**config.mk**
```make
export PLATFORM = sky130hd
export DESIGN_NAME = omw_divider
export DESIGN_NICKNAME = d
export VERILOG_FILES = /design/src/sv/omw_pkg.sv /design/src/sv/omw_divider.sv
export SDC_FILE = /design/constraint.sdc
export NUM_CORES = 1
export LEC_CHECK = 0
export ABC_AREA = 1
export BUFFER_PORTS_ARGS = -buffer_cell sky130_fd_sc_hd__buf_2
export CAP_MARGIN = 20
export CORE_MARGIN = 2
export CORE_UTILIZATION = 40
export CTS_CLUSTER_DIAMETER = 30
export DETAILED_ROUTE_END_ITERATION = 6
export GPL_ROUTABILITY_DRIVEN = 1
export PLACE_DENSITY = 0.61
export SETUP_SLACK_MARGIN = 0.15
export SLEW_MARGIN = 0
export SYNTH_ARGS = -nofsm -noshare
export SYNTH_HDL_FRONTEND = slang
export SYNTH_SLANG_ARGS = --single-unit
```
**constraint.sdc**
```tcl
create_clock -name clk -period 2.5 [get_ports clk]
set_clock_uncertainty 0.2 [all_clocks]
set_input_delay 0.5 -clock clk [delete_from_list [all_inputs] [get_ports clk]]
set_output_delay 0.5 -clock clk [all_outputs]
set_load 0.01 [all_outputs]
```
**src/sv/omw_pkg.sv**
```systemverilog
package omw_pkg;

	localparam int WHEEL_COUNT    = 4;
	localparam int COS_FRAC_BITS  = 15;
	localparam int NUM_ANGLE_REGS = 4;

	localparam int ANGLE_W = 9;
	localparam int SPD_W   = 12;
	localparam int WI_W    = 2;
	localparam int CNT_W   = (WHEEL_COUNT > 2) ? 2 : 1;
	localparam int CFG_W   = 2;
	localparam int IDX_W   = 7;
	localparam int DUTY_W  = 8;

	// cosine magnitude at COS_FRAC_BITS fraction bits
	localparam int COS_W   = COS_FRAC_BITS + 1;
	localparam int COS_SHL = (COS_FRAC_BITS >= 15) ? COS_FRAC_BITS - 15 : 0;
	localparam int COS_SHR = (COS_FRAC_BITS < 15) ? 15 - COS_FRAC_BITS : 0;
	localparam int COS_RND = (COS_SHR > 0) ? (1 << (COS_SHR - 1)) : 0;

	// product rounded back to 8 fraction bits
	localparam int PROD_W   = COS_W + SPD_W;
	localparam int PROD_SH  = COS_FRAC_BITS - 8;
	localparam int PROD_RND = (PROD_SH > 0) ? (1 << (PROD_SH - 1)) : 0;

	localparam int VAL_W = 22;
	localparam int MAG_W = 21;
	localparam int NUM_W = MAG_W + 9;
	localparam int DEN_W = MAG_W + 1;

	localparam int DUTY_LIMIT = 255 * 256;
	localparam int DUTY_SCALE = 510;

	localparam logic [ANGLE_W-1:0] ANGLE_RST_0 = ANGLE_W'(45);
	localparam logic [ANGLE_W-1:0] ANGLE_RST_1 = ANGLE_W'(135);
	localparam logic [ANGLE_W-1:0] ANGLE_RST_2 = ANGLE_W'(225);
	localparam logic [ANGLE_W-1:0] ANGLE_RST_3 = ANGLE_W'(315);

	typedef enum logic [CFG_W-1:0] {
		CFG_WHEEL_ANGLE_0 = 2'd0,
		CFG_WHEEL_ANGLE_1 = 2'd1,
		CFG_WHEEL_ANGLE_2 = 2'd2,
		CFG_WHEEL_ANGLE_3 = 2'd3
	} cfg_idx_t;

	typedef struct packed {
		logic [WHEEL_COUNT-1:0][COS_W-1:0] cmag;
		logic [WHEEL_COUNT-1:0]            cneg;
		logic [SPD_W-1:0]                  spd_mag;
		logic                              spd_neg;
		logic [SPD_W-1:0]                  corr;
	} cos_cmd_t;

	typedef struct packed {
		logic [WHEEL_COUNT-1:0][MAG_W-1:0] mag;
		logic [WHEEL_COUNT-1:0]            fwd;
		logic [WHEEL_COUNT-1:0]            rev;
		logic [MAG_W-1:0]                  largest;
		logic                              scale;
	} mix_t;

	typedef struct packed {
		logic [DUTY_W-1:0] direct;
		logic              scale;
		logic              fwd;
		logic              rev;
		logic [WI_W-1:0]   idx;
		logic              last;
	} div_tag_t;

	typedef struct packed {
		logic [NUM_W-1:0] num;
		logic [DEN_W-1:0] den;
		div_tag_t         tag;
	} div_in_t;

	typedef struct packed {
		logic [WI_W-1:0]   idx;
		logic [DUTY_W-1:0] duty;
		logic              fwd;
		logic              rev;
		logic              last;
	} res_t;

	// quarter-wave cosine, Q1.15; entries past 90 degrees read as zero
	function automatic logic [15:0] cos_quarter(input logic [IDX_W-1:0] idx);
		logic [15:0] r;
		case (idx)
			7'd0: r = 16'd32768;  7'd1: r = 16'd32763;  7'd2: r = 16'd32748;
			7'd3: r = 16'd32723;  7'd4: r = 16'd32688;  7'd5: r = 16'd32643;
			7'd6: r = 16'd32588;  7'd7: r = 16'd32524;  7'd8: r = 16'd32449;
			7'd9: r = 16'd32365;  7'd10: r = 16'd32270; 7'd11: r = 16'd32166;
			7'd12: r = 16'd32052; 7'd13: r = 16'd31928; 7'd14: r = 16'd31795;
			7'd15: r = 16'd31651; 7'd16: r = 16'd31499; 7'd17: r = 16'd31336;
			7'd18: r = 16'd31164; 7'd19: r = 16'd30983; 7'd20: r = 16'd30792;
			7'd21: r = 16'd30592; 7'd22: r = 16'd30382; 7'd23: r = 16'd30163;
			7'd24: r = 16'd29935; 7'd25: r = 16'd29698; 7'd26: r = 16'd29452;
			7'd27: r = 16'd29197; 7'd28: r = 16'd28932; 7'd29: r = 16'd28660;
			7'd30: r = 16'd28378; 7'd31: r = 16'd28088; 7'd32: r = 16'd27789;
			7'd33: r = 16'd27482; 7'd34: r = 16'd27166; 7'd35: r = 16'd26842;
			7'd36: r = 16'd26510; 7'd37: r = 16'd26170; 7'd38: r = 16'd25822;
			7'd39: r = 16'd25466; 7'd40: r = 16'd25102; 7'd41: r = 16'd24730;
			7'd42: r = 16'd24351; 7'd43: r = 16'd23965; 7'd44: r = 16'd23571;
			7'd45: r = 16'd23170; 7'd46: r = 16'd22763; 7'd47: r = 16'd22348;
			7'd48: r = 16'd21926; 7'd49: r = 16'd21498; 7'd50: r = 16'd21063;
			7'd51: r = 16'd20622; 7'd52: r = 16'd20174; 7'd53: r = 16'd19720;
			7'd54: r = 16'd19261; 7'd55: r = 16'd18795; 7'd56: r = 16'd18324;
			7'd57: r = 16'd17847; 7'd58: r = 16'd17364; 7'd59: r = 16'd16877;
			7'd60: r = 16'd16384; 7'd61: r = 16'd15886; 7'd62: r = 16'd15384;
			7'd63: r = 16'd14876; 7'd64: r = 16'd14365; 7'd65: r = 16'd13848;
			7'd66: r = 16'd13328; 7'd67: r = 16'd12803; 7'd68: r = 16'd12275;
			7'd69: r = 16'd11743; 7'd70: r = 16'd11207; 7'd71: r = 16'd10668;
			7'd72: r = 16'd10126; 7'd73: r = 16'd9580;  7'd74: r = 16'd9032;
			7'd75: r = 16'd8481;  7'd76: r = 16'd7927;  7'd77: r = 16'd7371;
			7'd78: r = 16'd6813;  7'd79: r = 16'd6252;  7'd80: r = 16'd5690;
			7'd81: r = 16'd5126;  7'd82: r = 16'd4560;  7'd83: r = 16'd3993;
			7'd84: r = 16'd3425;  7'd85: r = 16'd2856;  7'd86: r = 16'd2286;
			7'd87: r = 16'd1715;  7'd88: r = 16'd1144;  7'd89: r = 16'd572;
			default: r = 16'd0;
		endcase
		return r;
	endfunction

	// rescale a Q1.15 table entry to COS_FRAC_BITS fraction bits
	function automatic logic [COS_W-1:0] cos_scale(input logic [15:0] m);
		logic [32:0] t;
		t = 33'(m) << COS_SHL;
		t = (t + 33'(COS_RND)) >> COS_SHR;
		return COS_W'(t);
	endfunction

endpackage

```
**src/sv/omw_divider.sv**
```systemverilog
module omw_divider
	import omw_pkg::*;
(
	input  logic    clk,
	input  logic    arst_n,
	input  logic    in_valid,
	input  div_in_t in_div,
	output logic    out_valid,
	output res_t    out_res
);

	// one quotient bit per stage, quotient is known to stay below 256
	logic                    v_s   [0:DUTY_W];
	logic [NUM_W-1:0]        rem_s [0:DUTY_W];
	logic [DUTY_W-1:0]       q_s   [0:DUTY_W];
	logic [DEN_W-1:0]        den_s [0:DUTY_W];
	div_tag_t                tag_s [0:DUTY_W];

	assign v_s[0]   = in_valid;
	assign rem_s[0] = in_div.num;
	assign q_s[0]   = '0;
	assign den_s[0] = in_div.den;
	assign tag_s[0] = in_div.tag;

	for (genvar j = 0; j < DUTY_W; j++) begin : g_stage
		localparam int K = DUTY_W - 1 - j;
		logic [NUM_W-1:0] sub;
		logic             ge;

		always_comb begin
			sub = NUM_W'(den_s[j]) << K;
			ge  = rem_s[j] >= sub;
		end

		always_ff @(posedge clk or negedge arst_n) begin
			if (!arst_n) begin
				v_s[j+1] <= 1'b0;
			end else begin
				v_s[j+1] <= v_s[j];
			end
		end

		always_ff @(posedge clk) begin
			rem_s[j+1] <= ge ? rem_s[j] - sub : rem_s[j];
			q_s[j+1]   <= q_s[j] | (DUTY_W'(ge) << K);
			den_s[j+1] <= den_s[j];
			tag_s[j+1] <= tag_s[j];
		end
	end

	// pick scaled or direct duty
	always_comb begin
		out_valid    = v_s[DUTY_W];
		out_res.idx  = tag_s[DUTY_W].idx;
		out_res.duty = tag_s[DUTY_W].scale ? q_s[DUTY_W] : tag_s[DUTY_W].direct;
		out_res.fwd  = tag_s[DUTY_W].fwd;
		out_res.rev  = tag_s[DUTY_W].rev;
		out_res.last = tag_s[DUTY_W].last;
	end

endmodule

```
==> results.md <==
- Rows: 95
- XOR/XNOR Fraction of Synth Area: ~2.8%
- Power density cells: ~1300 nW/µm²
- Drt wl/cell: ~15 µm
- Post-synth top area cell: dfxtp_1
- CTS tree: done
- Hold WC Path Type: flop to flop
- RSZ-0062 raised after global routing: true
- Lkg Pwr: 19.2 nW
- Worst R2R End: rem_s[201]
- Largest net degree at the start of global routing: 27
- Mapped Area: around 27,000 µm²
- CP delay by family, top: simple AND/OR/NAND/NOR gates
- Worst EP arrival: about 2.6 ns
- Critical path class: flop to flop
- Yosys cell types: between 40 and 50
- Sink Count: between 500 and 600
- GR Overflow Total: 0
- Dpl cells: 5,067
- Worst IR drop on VDD: slightly below 700 µV
- Diodes inserted: 0
- # Max-Cap Violations: 0
- CP max FO: 12
- Top FF cell, synth: dfxtp_1
- Final Hold Vio Count: 0
- Worst setup startpoint: den_s[165]
- Final setup vio count: 0
- Syn_nets: about 4,200
- Post-synth top area share: 38.1%
- Tightest Pin Transition: between 0.4 and 0.5 ns
- Relative slew margins: just over 70%
- Pre-antenna DRT Iters: 5
- DRC violations left: 0
- Num CTS Buffers: about 110
- F_max: around 0.44 GHz
- Worst R2R Setup Slack: approximately 0.2 ns
- Die Y: around 260 µm
- Post-synth top cells: nand2_1 (1,536), inv_1 (784), dfxtp_1 (512)
- Initial antenna violation count: 0
- Critical path's largest stage delay: between 0.3 and 0.4 ns
- Reg clk slew, reported paths: 0.05 ns
- Final HPWL from detailed placement: about 63,000 µm
- DR vias: about 25,000
- Synth-to-layout area growth: 32.7%
- Die area: around 70,000 µm²
- Vias/cell: between 4 and 5
- Yosys reg bits: 520
- Ys async rst share: between 1.5 and 2%
- Number of fill cells in the layout: 6,534
- Simple-gate area share of the yosys netlist: between 30% and 40%
- Worst hold endpoint: q_s[5]
- CP dominant cell by count: nand2_2
- Worst Hold Path Cells: 0
- Core Area: around 67,000 µm²
- H-tree depth: 3
- Yosys warnings: 0
- First-pass GRT wire length: around 120,000 µm
- Total power: approximately 46 mW
- CTS Root Cell: clkbuf_16
- Crit path buffers/inverters: 3
- Synth Instances: ~4,000
- Synth area leaders: dfxtp_1 (38%), nand2_1 (21%), inv_1 (11%), ha_1 (8.2%), nand3_1 (4.3%)
- Die span in x: around 260 µm
- Largest family of logic cells by synthesized area: simple AND/OR/NAND/NOR gates
- WP data required: roughly 2.8 ns
- GP Congestion: just under 1
- Vias in the first global route: 24,897
- Worst Setup End Kind: flop
- All-Layer GR Usage: 22.7%
- Final ANT Viol Nets: 0
- Avg Inst Size Synth: between 6 and 7 µm²
- Starting Density: between 40% and 50%
- Crit-path cells: inv_1 > ha_1 > nand2_2 > nor2_4 > nand2_1 > nor2_1 > nand2_2 > nand4_4 > inv_4 > buf_12 > nand2_1 > nand2_2
- Multi-input gate area: approximately 14,000 µm²
- Port bufs: approximately 80
- EDFF count, synth: 0
- Final net count: ~4,700
- RR Startpoint: den_s[165]
- R2R cell count: 12
- Fin crit period: about 2.3 ns
- Slowest library cell on the worst path: dfxtp_1
- Drt total wl: 80,000 µm
- Final Max Tran Viols: 0
- Layout cells sized above 1: 17.5%
- Sequential cell area: roughly 10,000 µm²
- Crit start category: flop
- Status: finished clean
- Clock Tree Buf Depth: 3
- Finished Layout Cells: around 5,400
- Period utilization: between 90 and 100%
- Mux share of post-synthesis cell area: 0.335%
- Clk_lat worst skew: between 0.6 and 0.7 ns
- Post-synthesis sequential area ratio: between 30 and 40%
- Most numerous cell in the Yosys netlist: nand2_1
- Adder-cell share of the synthesized area: ~8.7%
- Hold wc startpoint: q_s[13]
- DR iter-0 viols: between 900 and 1,000
- I/O Pins: a little over 80
- Synth Area in Compound Gates: 3.41%
==> power breakdown <==
group          total (mW)  internal [mW]  switching [mW]
clock network        14.7           9.74            4.93
registers            11.6           10.3            1.32
logic                19.9           7.86            12.0
==> placed cells by master (no fill, tap or decap), types with 12 or more instances in the layout <==
cell	netlist	layout
and2_1	17	16
inv_6	0	20
nor2_1	246	194
nand2_1	1536	1485
nor2_2	12	49
nor3_1	17	15
o21ai_0	20	17
buf_12	0	12
xor2_1	74	74
dfxtp_1	512	502
clkbuf_8	0	18
ha_4	0	42
inv_8	0	14
buf_2	7	82
nand3b_1	34	34
nand2_2	9	57
a21oi_2	17	24
xnor2_1	12	12
clkbuf_16	0	112
o21ai_2	12	12
ha_1	176	123
nand4_1	47	47
inv_1	784	780
dlygate4sd3_1	0	69
nand3_1	231	212
nor2_4	2	20
buf_4	14	181
nand3_2	3	19
a21oi_1	99	91
==> metrics by stage <==
step           setup TNS (ns)  util, %  area (µm²)  hold WS [ns]  worst slack [ns]
6_report                    0     53.4       35700         0.110             0.204
5_1_grt                     0     53.4       35700         0.123            0.0620
4_1_cts                     0     51.3       34300         0.111             0.138
3_5_place_dp           -10.33     44.2       29500         0.112            -0.423
3_3_place_gp            -8.43     44.2       29500         0.109            -0.342
2_1_floorplan               0        -       26900       0.00441             0.298
==> worst reg2reg max path, delay by kind of cell (launching register included) <==
kind	cells	cell delay, ns
flip-flops	1	0.39
AND/OR/NAND/NOR	8	0.96
adder cells (fa/ha/maj)	1	0.37
buffers and inverters	3	0.27
==> how the worst max path moves through the flow <==
| stage | endpoint | slack (ns) | cells past startpoint |
|---|---|---|---|
| after floorplan | rem_s[66] | 0.30 | 13 |
| after global placement | rem_s[62] | -0.34 | 13 |
| after detailed placement | rem_s[64] | -0.42 | 12 |
| after CTS | rem_s[48] | 0.14 | 12 |
| after global routing | rem_s[201] | 0.06 | 12 |
| final | rem_s[201] | 0.20 | 12 |
==> cells by family after synthesis <==
group,after synthesis
AO/OA/AOI/OAI,157
flip-flops,520
XOR/XNOR,86
adder cells (fa/ha/maj),183
AND/OR/NAND/NOR,2181
multiplexers,8
buffers and inverters,833
==> flip-flops by register name, indices dropped and copies added, names as in the netlist <==
signal,flops
out_valid,1
out_res,5
v_s,7
q_s,36
rem_s,210
den_s,154
tag_s,107
==> repair_timing <==
action / CTS / global route
hold endpoints to repair: 75 / 0
resized for setup: 31 / 247
buffers inserted: 10 / 11
pin swaps: 9 / 20
hold buffers: 69 / 0
endpoints found under the setup margin: 92 / 181
cloned: 3 / 6
==> cell type report <==
cell class	count	area share [%]
well taps	873	3.06
clock inverters	73	2.53
inverters	795	8.51
repair inverters	2	0.0491
multi-input cells	2618	40.0
clock buffers	130	8.31
repair buffers	358	8.20
flip-flops and latches	520	29.3
==> layer usage <==
metal | GRT usage, % | share of wire [%]
met2 | 44.4 | 52
met5 | 0 | 0
met4 | 14.9 | 7.8
met1 | 21.9 | 37
met3 | 3.29 | 2.9
Power figures use the tool's default switching activity.
