===== src/sv/omw_pkg.sv =====
package omw_pkg;

	localparam int WHEEL_COUNT    = 4;
	localparam int COS_FRAC_BITS  = 15;
	localparam int NUM_ANGLE_REGS = 4;

	localparam int ANGLE_W = 9;
	localparam int SPD_W   = 12;
	localparam int WI_W    = 2;
	localparam int CNT_W   = (WHEEL_COUNT > 2) ? 2 : 1;
	localparam int CFG_W   = 2;
	localparam int IDX_W   = 7;
	localparam int DUTY_W  = 8;

	// cosine magnitude at COS_FRAC_BITS fraction bits
	localparam int COS_W   = COS_FRAC_BITS + 1;
	localparam int COS_SHL = (COS_FRAC_BITS >= 15) ? COS_FRAC_BITS - 15 : 0;
	localparam int COS_SHR = (COS_FRAC_BITS < 15) ? 15 - COS_FRAC_BITS : 0;
	localparam int COS_RND = (COS_SHR > 0) ? (1 << (COS_SHR - 1)) : 0;

	// product rounded back to 8 fraction bits
	localparam int PROD_W   = COS_W + SPD_W;
	localparam int PROD_SH  = COS_FRAC_BITS - 8;
	localparam int PROD_RND = (PROD_SH > 0) ? (1 << (PROD_SH - 1)) : 0;

	localparam int VAL_W = 22;
	localparam int MAG_W = 21;
	localparam int NUM_W = MAG_W + 9;
	localparam int DEN_W = MAG_W + 1;

	localparam int DUTY_LIMIT = 255 * 256;
	localparam int DUTY_SCALE = 510;

	localparam logic [ANGLE_W-1:0] ANGLE_RST_0 = ANGLE_W'(45);
	localparam logic [ANGLE_W-1:0] ANGLE_RST_1 = ANGLE_W'(135);
	localparam logic [ANGLE_W-1:0] ANGLE_RST_2 = ANGLE_W'(225);
	localparam logic [ANGLE_W-1:0] ANGLE_RST_3 = ANGLE_W'(315);

	typedef enum logic [CFG_W-1:0] {
		CFG_WHEEL_ANGLE_0 = 2'd0,
		CFG_WHEEL_ANGLE_1 = 2'd1,
		CFG_WHEEL_ANGLE_2 = 2'd2,
		CFG_WHEEL_ANGLE_3 = 2'd3
	} cfg_idx_t;

	typedef struct packed {
		logic [WHEEL_COUNT-1:0][COS_W-1:0] cmag;
		logic [WHEEL_COUNT-1:0]            cneg;
		logic [SPD_W-1:0]                  spd_mag;
		logic                              spd_neg;
		logic [SPD_W-1:0]                  corr;
	} cos_cmd_t;

	typedef struct packed {
		logic [WHEEL_COUNT-1:0][MAG_W-1:0] mag;
		logic [WHEEL_COUNT-1:0]            fwd;
		logic [WHEEL_COUNT-1:0]            rev;
		logic [MAG_W-1:0]                  largest;
		logic                              scale;
	} mix_t;

	typedef struct packed {
		logic [DUTY_W-1:0] direct;
		logic              scale;
		logic              fwd;
		logic              rev;
		logic [WI_W-1:0]   idx;
		logic              last;
	} div_tag_t;

	typedef struct packed {
		logic [NUM_W-1:0] num;
		logic [DEN_W-1:0] den;
		div_tag_t         tag;
	} div_in_t;

	typedef struct packed {
		logic [WI_W-1:0]   idx;
		logic [DUTY_W-1:0] duty;
		logic              fwd;
		logic              rev;
		logic              last;
	} res_t;

	// quarter-wave cosine, Q1.15; entries past 90 degrees read as zero
	function automatic logic [15:0] cos_quarter(input logic [IDX_W-1:0] idx);
		logic [15:0] r;
		case (idx)
			7'd0: r = 16'd32768;  7'd1: r = 16'd32763;  7'd2: r = 16'd32748;
			7'd3: r = 16'd32723;  7'd4: r = 16'd32688;  7'd5: r = 16'd32643;
			7'd6: r = 16'd32588;  7'd7: r = 16'd32524;  7'd8: r = 16'd32449;
			7'd9: r = 16'd32365;  7'd10: r = 16'd32270; 7'd11: r = 16'd32166;
			7'd12: r = 16'd32052; 7'd13: r = 16'd31928; 7'd14: r = 16'd31795;
			7'd15: r = 16'd31651; 7'd16: r = 16'd31499; 7'd17: r = 16'd31336;
			7'd18: r = 16'd31164; 7'd19: r = 16'd30983; 7'd20: r = 16'd30792;
			7'd21: r = 16'd30592; 7'd22: r = 16'd30382; 7'd23: r = 16'd30163;
			7'd24: r = 16'd29935; 7'd25: r = 16'd29698; 7'd26: r = 16'd29452;
			7'd27: r = 16'd29197; 7'd28: r = 16'd28932; 7'd29: r = 16'd28660;
			7'd30: r = 16'd28378; 7'd31: r = 16'd28088; 7'd32: r = 16'd27789;
			7'd33: r = 16'd27482; 7'd34: r = 16'd27166; 7'd35: r = 16'd26842;
			7'd36: r = 16'd26510; 7'd37: r = 16'd26170; 7'd38: r = 16'd25822;
			7'd39: r = 16'd25466; 7'd40: r = 16'd25102; 7'd41: r = 16'd24730;
			7'd42: r = 16'd24351; 7'd43: r = 16'd23965; 7'd44: r = 16'd23571;
			7'd45: r = 16'd23170; 7'd46: r = 16'd22763; 7'd47: r = 16'd22348;
			7'd48: r = 16'd21926; 7'd49: r = 16'd21498; 7'd50: r = 16'd21063;
			7'd51: r = 16'd20622; 7'd52: r = 16'd20174; 7'd53: r = 16'd19720;
			7'd54: r = 16'd19261; 7'd55: r = 16'd18795; 7'd56: r = 16'd18324;
			7'd57: r = 16'd17847; 7'd58: r = 16'd17364; 7'd59: r = 16'd16877;
			7'd60: r = 16'd16384; 7'd61: r = 16'd15886; 7'd62: r = 16'd15384;
			7'd63: r = 16'd14876; 7'd64: r = 16'd14365; 7'd65: r = 16'd13848;
			7'd66: r = 16'd13328; 7'd67: r = 16'd12803; 7'd68: r = 16'd12275;
			7'd69: r = 16'd11743; 7'd70: r = 16'd11207; 7'd71: r = 16'd10668;
			7'd72: r = 16'd10126; 7'd73: r = 16'd9580;  7'd74: r = 16'd9032;
			7'd75: r = 16'd8481;  7'd76: r = 16'd7927;  7'd77: r = 16'd7371;
			7'd78: r = 16'd6813;  7'd79: r = 16'd6252;  7'd80: r = 16'd5690;
			7'd81: r = 16'd5126;  7'd82: r = 16'd4560;  7'd83: r = 16'd3993;
			7'd84: r = 16'd3425;  7'd85: r = 16'd2856;  7'd86: r = 16'd2286;
			7'd87: r = 16'd1715;  7'd88: r = 16'd1144;  7'd89: r = 16'd572;
			default: r = 16'd0;
		endcase
		return r;
	endfunction

	// rescale a Q1.15 table entry to COS_FRAC_BITS fraction bits
	function automatic logic [COS_W-1:0] cos_scale(input logic [15:0] m);
		logic [32:0] t;
		t = 33'(m) << COS_SHL;
		t = (t + 33'(COS_RND)) >> COS_SHR;
		return COS_W'(t);
	endfunction

endpackage


===== src/sv/omw_wheel_calc.sv =====
module omw_wheel_calc
	import omw_pkg::*;
(
	input  logic     clk,
	input  logic     arst_n,
	input  logic     in_valid,
	input  cos_cmd_t in_cmd,
	output logic     out_valid,
	output mix_t     out_mix
);

	logic                               valid_s3;
	logic [WHEEL_COUNT-1:0][PROD_W-1:0] prod_s3;
	logic [WHEEL_COUNT-1:0]             sneg_s3;
	logic [SPD_W-1:0]                   corr_s3;

	logic                               valid_s4;
	logic [WHEEL_COUNT-1:0][MAG_W-1:0]  mag_s4;
	logic [WHEEL_COUNT-1:0]             fwd_s4;
	logic [WHEEL_COUNT-1:0]             rev_s4;

	logic [MAG_W-1:0]                   largest_d;

	// multiply cosine by speed magnitude
	always_ff @(posedge clk or negedge arst_n) begin
		if (!arst_n) begin
			valid_s3 <= 1'b0;
			valid_s4 <= 1'b0;
			out_valid <= 1'b0;
		end else begin
			valid_s3 <= in_valid;
			valid_s4 <= valid_s3;
			out_valid <= valid_s4;
		end
	end

	always_ff @(posedge clk) begin
		for (int w = 0; w < WHEEL_COUNT; w++) begin
			prod_s3[w] <= PROD_W'(in_cmd.cmag[w]) * PROD_W'(in_cmd.spd_mag);
			sneg_s3[w] <= in_cmd.cneg[w] ^ in_cmd.spd_neg;
		end
		corr_s3 <= in_cmd.corr;
	end

	// round to 8 fraction bits, apply sign, add correction
	always_ff @(posedge clk) begin
		for (int w = 0; w < WHEEL_COUNT; w++) begin
			logic [PROD_W:0]          rnd;
			logic signed [VAL_W-1:0]  term;
			logic signed [VAL_W-1:0]  val;
			rnd  = ({1'b0, prod_s3[w]} + (PROD_W+1)'(PROD_RND)) >> PROD_SH;
			term = VAL_W'(rnd);
			if (sneg_s3[w]) term = -term;
			val = term + $signed({{(VAL_W-SPD_W-8){corr_s3[SPD_W-1]}}, corr_s3, 8'b0});
			mag_s4[w] <= val[VAL_W-1] ? MAG_W'(-val) : MAG_W'(val);
			fwd_s4[w] <= !val[VAL_W-1] && (val != '0);
			rev_s4[w] <= val[VAL_W-1];
		end
	end

	// find the largest magnitude
	always_comb begin
		largest_d = '0;
		for (int w = 0; w < WHEEL_COUNT; w++) begin
			if (mag_s4[w] > largest_d) largest_d = mag_s4[w];
		end
	end

	always_ff @(posedge clk) begin
		out_mix.mag     <= mag_s4;
		out_mix.fwd     <= fwd_s4;
		out_mix.rev     <= rev_s4;
		out_mix.largest <= largest_d;
		out_mix.scale   <= largest_d > MAG_W'(DUTY_LIMIT);
	end

endmodule


===== config.mk =====
export PLATFORM = sky130hd
export DESIGN_NAME = omw_wheel_calc
export DESIGN_NICKNAME = d
export VERILOG_FILES = /design/src/sv/omw_pkg.sv /design/src/sv/omw_wheel_calc.sv
export SDC_FILE = /design/constraint.sdc
export NUM_CORES = 2
export LEC_CHECK = 0
export ABC_AREA = 1
export BUFFER_PORTS_ARGS = -buffer_cell sky130_fd_sc_hd__buf_2
export CELL_PAD_IN_SITES_DETAIL_PLACEMENT = 0
export CELL_PAD_IN_SITES_GLOBAL_PLACEMENT = 1
export CORE_UTILIZATION = 40
export CTS_CLUSTER_DIAMETER = 40
export DETAILED_ROUTE_END_ITERATION = 8
export GPL_TIMING_DRIVEN = 0
export PLACE_DENSITY = 0.8
export SYNTH_ARGS = -nofsm -noshare
export SYNTH_HDL_FRONTEND = slang
export SYNTH_SLANG_ARGS = --single-unit
export TNS_END_PERCENT = 20

===== constraint.sdc =====
create_clock -name clk -period 9.3 [get_ports clk]
set_input_delay 1.395 -clock clk [delete_from_list [all_inputs] [get_ports clk]]
set_output_delay 1.395 -clock clk [all_outputs]
set_load 0.01 [all_outputs]

==> summary.md <==
| Metric | Value |
|---|---|
| Final max-slew violation count | `0` |
| Via-to-Cell Ratio | `4.886` |
| Reg2Reg Setup Slack | `1.68 ns` |
| PostCTS Resize Cnt | `0` |
| WL/cell | `17.13 µm` |
| RR Endpoint | `out_mix[0]` |
| Most common cell after layout, fill and taps aside | `nand2_1` |
| P&R area growth vs syn | `9.772%` |
| Bufs and invs on worst path | `8` |
| Setup bufs post-CTS | `0` |
| Worst setup SP type | `register` |
| Final setup fails | `0` |
| Std cell rows | `120` |
| Final worst path period share | `81.91%` |
| CP endpoint | `out_mix[0]` |
| Vias in the first global route | `36,686` |
| Max_cap viols | `0` |
| Initial DRT Pass Iterations | `6` |
| GP Congestion | `0.9368` |
| IO buf count | `199` |
| Max H-tree Level | `2` |
| Synthesis-stage register bit count | `313` |
| Reg2reg path depth | `37` |
| Hold WC Path Type | `reg2reg` |
| Post-synth EDFFs | `0` |
| Outcome | `completed` |
| Largest net degree at the start of global routing | `17` |
| CTS max path bufs | `3` |
| Crit-path max cell delay | `0.67 ns` |
| Syn Inst Count | `6,039` |
| Crit-path max FO | `10` |
| Boundary pin count | `211` |
| CTS Hold Bufs | `0` |
| Min Tclk post-route | `7.618 ns` |
| Critical path startpoint | `mag_s4[18]` |
| Distinct cells, synth | `54` |
| Final Instance Area | `47,460 µm²` |
| Post-Syn Area | `43,240 µm²` |
| R2R Path Start | `mag_s4[18]` |
| Height of the die | `330.8 µm` |
| RSZ-0062 raised after global routing | `no` |
| Pin slew with the least headroom to its limit | `1.249 ns` |
| F_max | `131.3 MHz` |
| Hpwl dp | `112.2 mm` |
| Clock sinks | `313` |
| Main synth FF type | `dfxtp_1` |
| Yosys warns | `0` |
| Final hold slack | `0.3261 ns` |
| Hold Crit Start | `fwd_s4[0]` |
| Post-Route Setup TNS | `0 ns` |
| Slowest cell on the critical path | `o21ai_0` |
| Family with the most delay on the worst path | `simple AND/OR/NAND/NOR gates` |
| First-pass GRT wire length | `205.1 mm` |
| Setup crit end kind | `register` |
| CTS tree | `built` |
| Crit Path Class | `reg2reg` |
| Worst endpoint required time | `9.76 ns` |
| Final-layout fill cell count | `11,065` |
| Mean Syn Cell Area | `7.160 µm²` |
| Core area | `107,100 µm²` |
| Crit path DAT | `8.08 ns` |
| Clock root cell | `clkbuf_16` |
| Worst slew margin | `16.73%` |
| Die width | `330.8 µm` |
| Post-synth top area share | `25.93%` |
| Sequential area share after synthesis | `14.53%` |
| Initial antenna violation count | `6` |
| DRC errors left | `0` |
| Clock transition at path regs | `0.06 ns` |
| Grt ovf | `0` |
| 1st-iter DRT viols | `2,634` |
| Nets | `7,312` |
| DIE AREA | `109,400 µm²` |
| Most common cell on crit path | `nand2_1` |
| Cell taking the most area after synthesis | `fa_1` |
| Final Hold Fails | `0` |
| Post-placement cell area | `45,990 µm²` |
| Cell count along the critical path | `37` |
| Initial Utilization | `40.39%` |
| Total GRT Usage | `24.30%` |
| Ratio of cells with drive above 1 in the final layout | `5.813%` |
| Clock latency on the worst-skew pair | `0.58 ns` |
| Routed wire length | `132.2 mm` |
| Total number of vias | `37,714` |
| Cts bufs inserted | `41` |
| Most frequent cells in the layout | `nand2_1, inv_1, fa_1` |
| Ys async rst share | `0.9585%` |
| Syn_nets | `7,070` |
| DRT antenna net count | `0` |
| Clock Skew | `0.02170 ns` |
| Synth top area cells | `fa_1, nand2_1, dfxtp_1, inv_1, ha_1` |
metal layers:
| layer | vias up | wire length (µm) | share of wire [%] | track usage [%] |
|---|---|---|---|---|
| met2 | 1175 | 58180 | 44 | 38.94 |
| met4 | 2 | 5478 | 4.1 | 9.327 |
| li1 | 18666 | - | - | - |
| met3 | 185 | 8314 | 6.3 | 3.186 |
| met1 | 17686 | 60190 | 46 | 33.23 |
| met5 | - | 12 | 0.0091 | 0 |
flip-flops by register name (all words and copies together), names as in the netlist:
signal	cells
out_mix	114
corr_s3	12
out_valid	1
sneg_s3	4
valid_s4	1
fwd_s4	4
valid_s3	1
rev_s4	4
prod_s3	88
mag_s4	84
layout make-up:
class | instances | area [µm²] | share of cell area [%]
Clock buffer | 44 | 1057 | 2.227
Inverter | 1271 | 4771 | 10.05
Timing Repair Buffer | 199 | 996.0 | 2.098
Multi-Input combinational cell | 4274 | 31450 | 66.27
Tap cell | 1403 | 1755 | 3.698
Clock inverter | 31 | 411.6 | 0.8673
Antenna cell | 2 | 5.005 | 0.01054
Sequential cell | 313 | 6281 | 13.23
Buffer | 181 | 734.5 | 1.547
synthesized netlist by cell type, drive strengths merged, types with 11 or more instances:
| cell | instances |
|---|---|
| fa | 560 |
| a31oi | 13 |
| and2 | 14 |
| or2 | 27 |
| nand3 | 269 |
| dfxtp | 310 |
| buf | 42 |
| clkbuf | 139 |
| nor3 | 58 |
| inv | 1268 |
| nand2 | 1871 |
| nand4 | 82 |
| o21bai | 11 |
| xor2 | 203 |
| nor4 | 15 |
| o21ai | 161 |
| xnor2 | 72 |
| a21oi | 175 |
| nor2 | 317 |
| ha | 375 |
cell families after synthesis:
logic type / count (synthesis) / share of synthesized area, %
buffers and inverters: 1452 / 12.73
adder cells (fa/ha/maj): 935 / 36.78
multiplexers: 1 / 0.02315
flip-flops: 313 / 14.53
AO/OA/AOI/OAI: 398 / 4.971
AND/OR/NAND/NOR: 2665 / 25.38
XOR/XNOR: 275 / 5.588
per-stage QoR:
| step | cells | worst slack, ns | util [%] |
|---|---|---|---|
| floorplan | 6039 | 3.085 | - |
| global placement | 7641 | 1.495 | 42.96 |
| detailed placement | 7641 | 1.415 | 42.96 |
| CTS | 7716 | 1.891 | 44.33 |
| global route | 7717 | 1.058 | 44.34 |
| finish | 7718 | 1.682 | 44.34 |
worst min path at each step:
stage | to | slack [ns] | cells past startpoint
after floorplan | out_mix[22] | 0.31 | 0
after global placement | out_mix[24] | 0.31 | 0
after detailed placement | out_mix[26] | 0.31 | 0
after CTS | out_mix[26] | 0.33 | 0
after global routing | out_mix[26] | 0.34 | 0
final | out_mix[26] | 0.33 | 0
Power is left out: the tool's default activity adds up to more than one toggle a clock period on the data nets, which glitch-free logic cannot reach.
